===== config.mk =====
export PLATFORM = sky130hd
export DESIGN_NAME = hprc_div_pipe
export DESIGN_NICKNAME = d
export VERILOG_FILES = /design/src/rtl/hprc_div_pipe.sv
export SDC_FILE = /design/constraint.sdc
export NUM_CORES = 1
export LEC_CHECK = 0
export BUFFER_PORTS_ARGS = -buffer_cell sky130_fd_sc_hd__buf_4
export CORE_MARGIN = 2
export CORE_UTILIZATION = 55
export DETAILED_ROUTE_END_ITERATION = 7
export GPL_TIMING_DRIVEN = 0
export PLACE_DENSITY = 0.78
export SETUP_SLACK_MARGIN = 0.02
export SKIP_LAST_GASP = 1
export SYNTH_ARGS = -nofsm -noshare
export SYNTH_HDL_FRONTEND = slang
export SYNTH_SLANG_ARGS = --single-unit

===== constraint.sdc =====
create_clock -name aclk -period 9.4 [get_ports aclk]
set_clock_uncertainty 0.1 [all_clocks]
set_input_delay 1.88 -clock aclk [delete_from_list [all_inputs] [get_ports aclk]]
set_output_delay 1.88 -clock aclk [all_outputs]
set_load 0.05 [all_outputs]

===== src/rtl/hprc_div_pipe.sv =====
// ---------------------------------------------------------------------------
// Pipelined divider
// Restoring division, one quotient bit per register stage.
// ---------------------------------------------------------------------------
module hprc_div_pipe #(
    parameter int DW = 9,
    parameter int RW = 17
) (
    input  logic          aclk,
    input  logic          en,
    input  logic [DW-1:0] num_i,
    input  logic [RW-1:0] den_i,
    output logic [DW-1:0] quo_o,
    output logic [RW-1:0] rem_o
);

    logic [DW-1:0] num_reg [DW];
    logic [RW-1:0] den_reg [DW];
    logic [RW-1:0] rem_reg [DW];
    logic [DW-1:0] quo_reg [DW];

    logic [DW-1:0] num_src [DW];
    logic [RW-1:0] den_src [DW];
    logic [RW-1:0] rem_src [DW];
    logic [DW-1:0] quo_src [DW];
    logic [RW:0]   trial   [DW];
    logic [DW-1:0] fit;

    always_comb begin
        for (int s = 0; s < DW; s++) begin
            if (s == 0) begin
                num_src[s] = num_i;
                den_src[s] = den_i;
                rem_src[s] = '0;
                quo_src[s] = '0;
            end else begin
                num_src[s] = num_reg[s-1];
                den_src[s] = den_reg[s-1];
                rem_src[s] = rem_reg[s-1];
                quo_src[s] = quo_reg[s-1];
            end
            trial[s] = {rem_src[s], num_src[s][DW-1]};
            fit[s]   = (trial[s] >= {1'b0, den_src[s]});
        end
    end

    always_ff @(posedge aclk) begin
        if (en) begin
            for (int s = 0; s < DW; s++) begin
                num_reg[s] <= {num_src[s][DW-2:0], 1'b0};
                den_reg[s] <= den_src[s];
                rem_reg[s] <= fit[s] ? (trial[s][RW-1:0] - den_src[s]) : trial[s][RW-1:0];
                quo_reg[s] <= {quo_src[s][DW-2:0], fit[s]};
            end
        end
    end

    assign quo_o = quo_reg[DW-1];
    assign rem_o = rem_reg[DW-1];

endmodule


==> impl_results.md, run 1 <==
* Unrepaired setup endpoints after global routing: no
* HP Start: num_reg[0][4]$_DFFE_PP_
* Vias/cell at 5.56
* I/O pins at 54
* Mapped Avg Cell Area at 12.6 um2
* Htree depth at 2
* Min Clock Period, post-route at 4.14 ns
* Post-CTS Setup Bufs at 0
* Syn. warnings at 0
* Max VDD drop at 0.259 mV
* CP Cell Sequence: inv_1 -> ha_1 -> inv_1 -> fa_1 -> a21o_1 -> a21oi_4 -> o21ai_2 -> a211oi_2 -> o31a_2 -> o21ai_2 -> a2111oi_4 -> buf_6 -> mux2_2
* Post-synth top cells: edfxtp_1, inv_1, ha_1
* CTS Buf Count at 41
* DR WL/cell at 16.1 um
* Leakage at 0.00896 uW
* Worst path depth at 13
* Mapped Cells at 1561
* Slew Limit Fails at 0
* Area contributors post-synth: edfxtp_1, ha_1, mux2_2, inv_1, xnor2_1
* Layout cell share with drive strength beyond 1 at 14.8%
* Top_reg_cell synth: edfxtp_1
* WS Path Type: flip-flop to flip-flop
* Setup TNS at 0 ns
* Design area at 0.0220 mm2
* Status: complete, no violations
* Max incr delay on CP at 0.72 ns
* Count leader, synth: edfxtp_1
* Placed cell area at 0.0207 mm2
* Worst path bufs/invs at 3
* Global-route wire length before repair at 56.5 mm
* Post-synthesis adder-cell area fraction at 9.61%
* Die H at 193 um
* Crit-path slowest cell: a2111oi_4
* Final ANT Viol Nets at 0
* Multiplexer share of the synthesized area at 5.45%
* Gr usage total at 18.9%
* Simple-gate share of the synthesized area at 7.02%
* EDFF count, synth at 370
* Row Count at 69
* Setup violators final at 0
* Area Overhead vs Synth at 11.9%
* Max clock buf depth at 3
* Clock Tree Root: clkbuf_16
* Port bufs at 53
* Pin count of the biggest net entering global routing at 137
* Worst Hold Class: flip-flop to flip-flop
* Setup slack, reg-to-reg at 5.26 ns
* Vias at 12000
* Die W at 193 um
* Yosys reg bits at 370
* Fillers at 2681
* Post-CTS sizing at 0
* Cell count of the worst reg-to-reg path at 13
* Main combinational cell family by area after synthesis: compound AO/OA/AOI/OAI gates
* Post-DP HPWL at 25.3 mm
* Crit path max fanout at 10
* Share of the yosys chip area belonging to registers at 56.6%
* Grt ovf at 0
* Asr flop ratio synth at 0%
* Clk_lat worst skew at 0.53 ns
* CP delay by family, top: compound AO/OA/AOI/OAI gates
* Hold Path Depth at 0
* Placer Congestion at 0.921
* Max FFs per register at 153
* Crit path arrival time at 4.30 ns
* Worst R2R Start: num_reg[0][31]$_DFFE_PP_
* Die area at 0.0372 mm2
* TritonCTS clock tree: done
* Compound-Gate Fraction of Synth Area at 11.6%
* Hold Vio Cnt, Final at 0
* Worst setup EP type: flip-flop
* Worst endpoint required time at 9.56 ns
* Cell taking the most area after synthesis: edfxtp_1
* Vias in the first global route at 12500
* CTS sink cnt at 370
* Worst reg2reg endpoint: rem_reg[0][78]$_DFFE_PP_
* Reg area at 0.0111 mm2
* DRC violations left at 0
* Pwr Density at 310 mW/mm2
* Fmax at 241 MHz
* Synth top area share at 56.6%
* NumNets Final at 1833
* DRT Wirelength at 34.5 mm
* Max Cap Viol at 0
* Syn Nets at 1735
* Tcrit/Tclk final at 44.1%
* Initial antenna violation count at 0
* Core area at 0.0354 mm2
* Clock transition at path regs at 0.06 ns
* Setup crit start kind: flip-flop
* Ant diodes at 0
* Slew @ Worst Pin at 1.06 ns
* Cell Area, Synth at 0.0196 mm2
* Hold endpoint: num_reg[0][13]$_DFFE_PP_
* Post-Synth XOR/XNOR Area at 4.91%
* Post-synthesis cell type count at 68
* Hold_buf cts at 0
* Rel. slew slack at 28.6%
* Area of the multi-input gates at 0.00758 mm2
* Number of DRC markers in iteration 0 at 566
* Initial Util at 55.5%
* DRT Pass-1 Iters at 4
-- kinds of logic after synthesis --
group | count (synthesis)
compound gates | 339
xor+xnor | 110
simple gates | 280
fa+ha+maj | 146
buf+inv | 220
mux | 96
flops | 370
-- where the power goes --
group / total (uW) / leakage [uW] / internal, uW / switching [uW]
registers: 2500 / 0.00361 / 2340 / 164
clock network: 1530 / 0.000624 / 918 / 617
logic: 2770 / 0.00473 / 1290 / 1480
total: 6800 / 0.00896 / 4540 / 2260
-- how the worst max path moves through the flow --
stage                        startpoint                   endpoint  slack [ns]
6_report       num_reg[0][31]$_DFFE_PP_   rem_reg[0][78]$_DFFE_PP_        5.26
5_1_grt        num_reg[0][31]$_DFFE_PP_   rem_reg[0][78]$_DFFE_PP_        5.05
4_1_cts        num_reg[0][31]$_DFFE_PP_   rem_reg[0][79]$_DFFE_PP_        5.21
3_5_place_dp                         en  rem_reg[0][139]$_DFFE_PP_        5.21
3_3_place_gp                         en  rem_reg[0][139]$_DFFE_PP_        3.77
2_1_floorplan  num_reg[0][31]$_DFFE_PP_   rem_reg[0][76]$_DFFE_PP_        6.00
-- final cells by class --
| class | count | area share, % |
|---|---|---|
| Timing Repair Buffer | 55 | 2.10 |
| Clock buffer | 51 | 5.03 |
| Clock inverter | 22 | 0.894 |
| Inverter | 173 | 2.95 |
| Multi-Input combinational cell | 971 | 34.5 |
| Tap cell | 461 | 2.62 |
| Buffer | 47 | 1.35 |
| Sequential cell | 370 | 50.6 |
-- layer usage --
metal	vias up	track usage, %	share of wire [%]
li1	5933	-	-
met1	5643	17.9	36
met2	257	37.8	55
met3	126	2.55	3.0
met4	0	11.6	6.0
met5	-	0	0
-- stage by stage --
stage          total power [uW]  worst slack, ns  utilization, %  hold slack (ns)  std cells
3_3_place_gp               5180             3.77            58.2            0.303       2075
4_1_cts                    6830             5.21            62.1            0.314       2150
2_1_floorplan              4650             6.00               -            0.300       1561
3_5_place_dp               5260             5.21            58.4            0.305       2077
5_1_grt                    7230             5.05            62.1            0.318       2150
6_report                   6800             5.26            62.1            0.315       2150
-- cells in the final DEF, fill, tap and decap left out, drive strengths merged, types with 4 or more instances in the layout --
master | synthesis | layout
a2111oi | 4 | 4
a211oi | 9 | 9
a21boi | 7 | 7
a21o | 67 | 67
a21oi | 86 | 86
a31oi | 15 | 15
and2 | 7 | 7
and3 | 11 | 11
and4 | 6 | 6
buf | 34 | 89
clkbuf | 13 | 64
clkinv | 1 | 14
clkinvlp | 0 | 4
edfxtp | 370 | 370
fa | 8 | 8
ha | 138 | 138
inv | 172 | 174
mux2 | 87 | 87
mux2i | 9 | 9
nand2 | 72 | 72
nand2b | 13 | 13
nand3 | 22 | 22
nand4 | 15 | 15
nor2 | 64 | 64
nor2b | 22 | 22
nor3 | 28 | 28
nor4 | 5 | 5
o211ai | 6 | 6
o21a | 17 | 17
o21ai | 67 | 67
o21bai | 24 | 24
o311a | 4 | 4
o311ai | 4 | 4
o31ai | 6 | 6
or3 | 4 | 4
xnor2 | 65 | 65
xor2 | 45 | 45
(Power assumes the default switching activity.)
==> inputs of run 2 (changes only) <==
==> constraint.sdc (replaced) <==
create_clock -name aclk -period 4.2 [get_ports aclk]
set_clock_uncertainty 0.1 [all_clocks]
set_input_delay 0.84 -clock aclk [delete_from_list [all_inputs] [get_ports aclk]]
set_output_delay 0.84 -clock aclk [all_outputs]
set_load 0.05 [all_outputs]
==> run 2 against run 1 <==
Against the previous run:
- worst hold slack better by 0.00052 ns
- critical path type unchanged
- critical path depth up 1
- die area unchanged
- critical endpoint is now rem_reg[0][117]$_DFFE_PP_
- wire length up 0.10%
- combinational power up 120%
- non-clock buffer count up 2
- final cell count about the same
- maximum frequency up 3.0%
- highest routed layer unchanged
- global-route usage about the same
- clock power up 120%
- sequential cell count unchanged
==> impl_results.md, run 2 (synthesized netlist as in run 1, its figures left out) <==
* Max Cap Viol at 0 (unchanged)
* Most frequent cells in the layout: edfxtp_1, inv_1, ha_1, mux2_2
* Crit path arrival time at 4.18 ns (-0.12 ns)
* Die H at 193 um (unchanged)
* DRT Wirelength at 34.6 mm (+0.10%)
* I/O pins at 54 (unchanged)
* Setup crit start kind: flip-flop
* CP Cell Sequence: inv_1 -> ha_1 -> inv_1 -> fa_1 -> a21o_1 -> a21oi_2 -> nor2b_1 -> o311a_1 -> a211oi_2 -> a21boi_0 -> o311a_1 -> buf_4 -> buf_4 -> mux2_2
* Max incr delay on CP at 0.49 ns (-0.23 ns)
* WS Path Type: flip-flop to flip-flop
* Clock transition at path regs at 0.06 ns (about the same)
* Unrepaired setup endpoints after global routing: no
* Status: complete, no violations
* Comb pwr share at 40.8% (about the same)
* Global-route wire length before repair at 56.6 mm (about the same)
* Die W at 193 um (unchanged)
* Core area at 0.0354 mm2 (unchanged)
* Placer Congestion at 0.921 (unchanged)
* Vias/cell at 5.58 (+0.34%)
* Worst path bufs/invs at 4 (+1)
* Design area at 0.0220 mm2 (about the same)
* Final ANT Viol Nets at 0 (unchanged)
* Net Switching at 5060 uW (+120%)
* Post-DP HPWL at 25.3 mm (unchanged)
* Sw Ratio at 33.2% (-0.040 points)
* NumNets Final at 1835 (+0.11%)
* Sequential share of power at 36.7% (about the same)
* Fillers at 2679 (-0.075%)
* Max VDD drop at 0.577 mV (+120%)
* Post-CTS sizing at 0 (unchanged)
* Clock Tree Root: clkbuf_16
* Number of DRC markers in iteration 0 at 561 (-0.88%)
* DR WL/cell at 16.1 um (about the same)
* Clk_lat worst skew at 0.53 ns (about the same)
* Slew @ Worst Pin at 1.07 ns (+0.00871 ns)
* Die area at 0.0372 mm2 (unchanged)
* Grt ovf at 0 (unchanged)
* Setup violators final at 0 (unchanged)
* Area Overhead vs Synth at 12.0% (about the same)
* Pwr Density at 693 mW/mm2 (+120%)
* Initial antenna violation count at 0 (unchanged)
* Htree depth at 2 (unchanged)
* CTS Buf Count at 41 (unchanged)
* CTS sink cnt at 370 (unchanged)
* Tcrit/Tclk final at 95.7% (+52 points)
* Slew Limit Fails at 0 (unchanged)
* Share of power burned in the clock network at 22.5% (about the same)
* Final core utilization at 62.1% (about the same)
* Pin count of the biggest net entering global routing at 137 (unchanged)
* Max FFs per register at 153 (unchanged)
* DRT Pass-1 Iters at 4 (unchanged)
* Ant diodes at 0 (unchanged)
* Vias in the first global route at 12500 (+0.11%)
* Vias at 12000 (+0.43%)
* Rel. slew slack at 28.0% (-0.59 points)
* Leakage at 0.00897 uW (+0.11%)
* Crit-path slowest cell: edfxtp_1
* Hold Vio Cnt, Final at 0 (unchanged)
* Placed cell area at 0.0207 mm2 (unchanged)
* DRC violations left at 0 (unchanged)
* Worst Hold Class: flip-flop to flip-flop
* Max clock buf depth at 3 (unchanged)
* Min Clock Period, post-route at 4.02 ns (-0.121 ns)
* Initial Util at 55.5% (unchanged)
* Fmax at 249 MHz (+3.0%)
* CP delay by family, top: compound AO/OA/AOI/OAI gates
* TritonCTS clock tree: done
* Internal power at 10200 uW (+120%)
* Most common cell after layout, fill and taps aside: edfxtp_1
* Crit path max fanout at 10 (unchanged)
* Gr usage total at 18.9% (about the same)
* Layout cell share with drive strength beyond 1 at 14.9% (+0.10 points)
* Row Count at 69 (unchanged)
* Worst setup EP type: flip-flop
* Worst endpoint required time at 4.36 ns (-5.20 ns)
* Port bufs at 53 (unchanged)
* Hold_buf cts at 0 (unchanged)
## run 2: cell count changes in the layout (fill, tap and decap cells not counted), sizes merged
cell,change
buf,+2
## run 2: worst paths after layout
kind,startpoint,cells after the start,endpoint,slack [ns]
setup / recovery,num_reg[0][47]$_DFFE_PP_,14,rem_reg[0][117]$_DFFE_PP_,0.18
hold / removal,num_reg[0][4]$_DFFE_PP_,0,num_reg[0][13]$_DFFE_PP_,0.32
setup reg to reg,num_reg[0][47]$_DFFE_PP_,14,rem_reg[0][117]$_DFFE_PP_,0.18
hold reg to reg,num_reg[0][4]$_DFFE_PP_,0,num_reg[0][13]$_DFFE_PP_,0.32
## run 2: repair_timing
action / 4_1_cts / 5_1_grt
buffers inserted: 2 / 0
setup endpoints to repair: 2 / 0
hold endpoints to repair: 0 / 0
## run 2: area by class of cell
| class | count | area (um2) | area share (%) |
|---|---|---|---|
| sequential | 370 | 11100 | 50.5 |
| multi-input combinational | 971 | 7580 | 34.5 |
| clock buffer | 51 | 1110 | 5.03 |
| inverter | 173 | 649 | 2.95 |
| tap | 461 | 577 | 2.62 |
| timing repair buffer | 57 | 475 | 2.16 |
| buffer | 47 | 297 | 1.35 |
| clock inverter | 22 | 196 | 0.893 |
## run 2: power by group through the flow
stage / clock, uW / combinational (uW) / sequential, uW
2_1_floorplan: 0 / 4880 / 5520
3_3_place_gp: 0 / 5940 / 5660
3_5_place_dp: 0 / 6110 / 5660
4_1_cts: 3500 / 6200 / 5600
5_1_grt: 3640 / 6880 / 5680
6_report: 3430 / 6210 / 5600
## run 2: worst register-to-register path, stage by stage, from the launching register on
cell      delay (ns)
edfxtp_1        0.49
inv_1           0.12
ha_1            0.18
inv_1           0.06
fa_1            0.39
a21o_1          0.21
a21oi_2         0.18
nor2b_1         0.09
o311a_1         0.32
a211oi_2        0.45
a21boi_0        0.25
o311a_1         0.18
buf_4           0.18
buf_4           0.23
mux2_2          0.36
## run 2: stage by stage
stage | power, uW | hold WS (ns) | std cells | worst slack [ns] | TNS [ns]
after floorplan | 10400 | 0.300 | 1561 | 0.802 | 0
after global placement | 11600 | 0.303 | 2075 | -0.392 | -127.71
after detailed placement | 11800 | 0.305 | 2077 | 0.0510 | 0
after CTS | 15300 | 0.314 | 2152 | 0.166 | 0
after global routing | 16200 | 0.318 | 2152 | 0.0290 | 0
final | 15200 | 0.315 | 2152 | 0.180 | 0
## run 2: routing by layer
layer  routed length (um)  up-vias  GRT usage, %
li1                     -     5933             -
met1                12500     5688          17.9
met2                18900      266          37.9
met3                 1060      124          2.55
met4                 2080        0          11.6
met5                    0        -             0
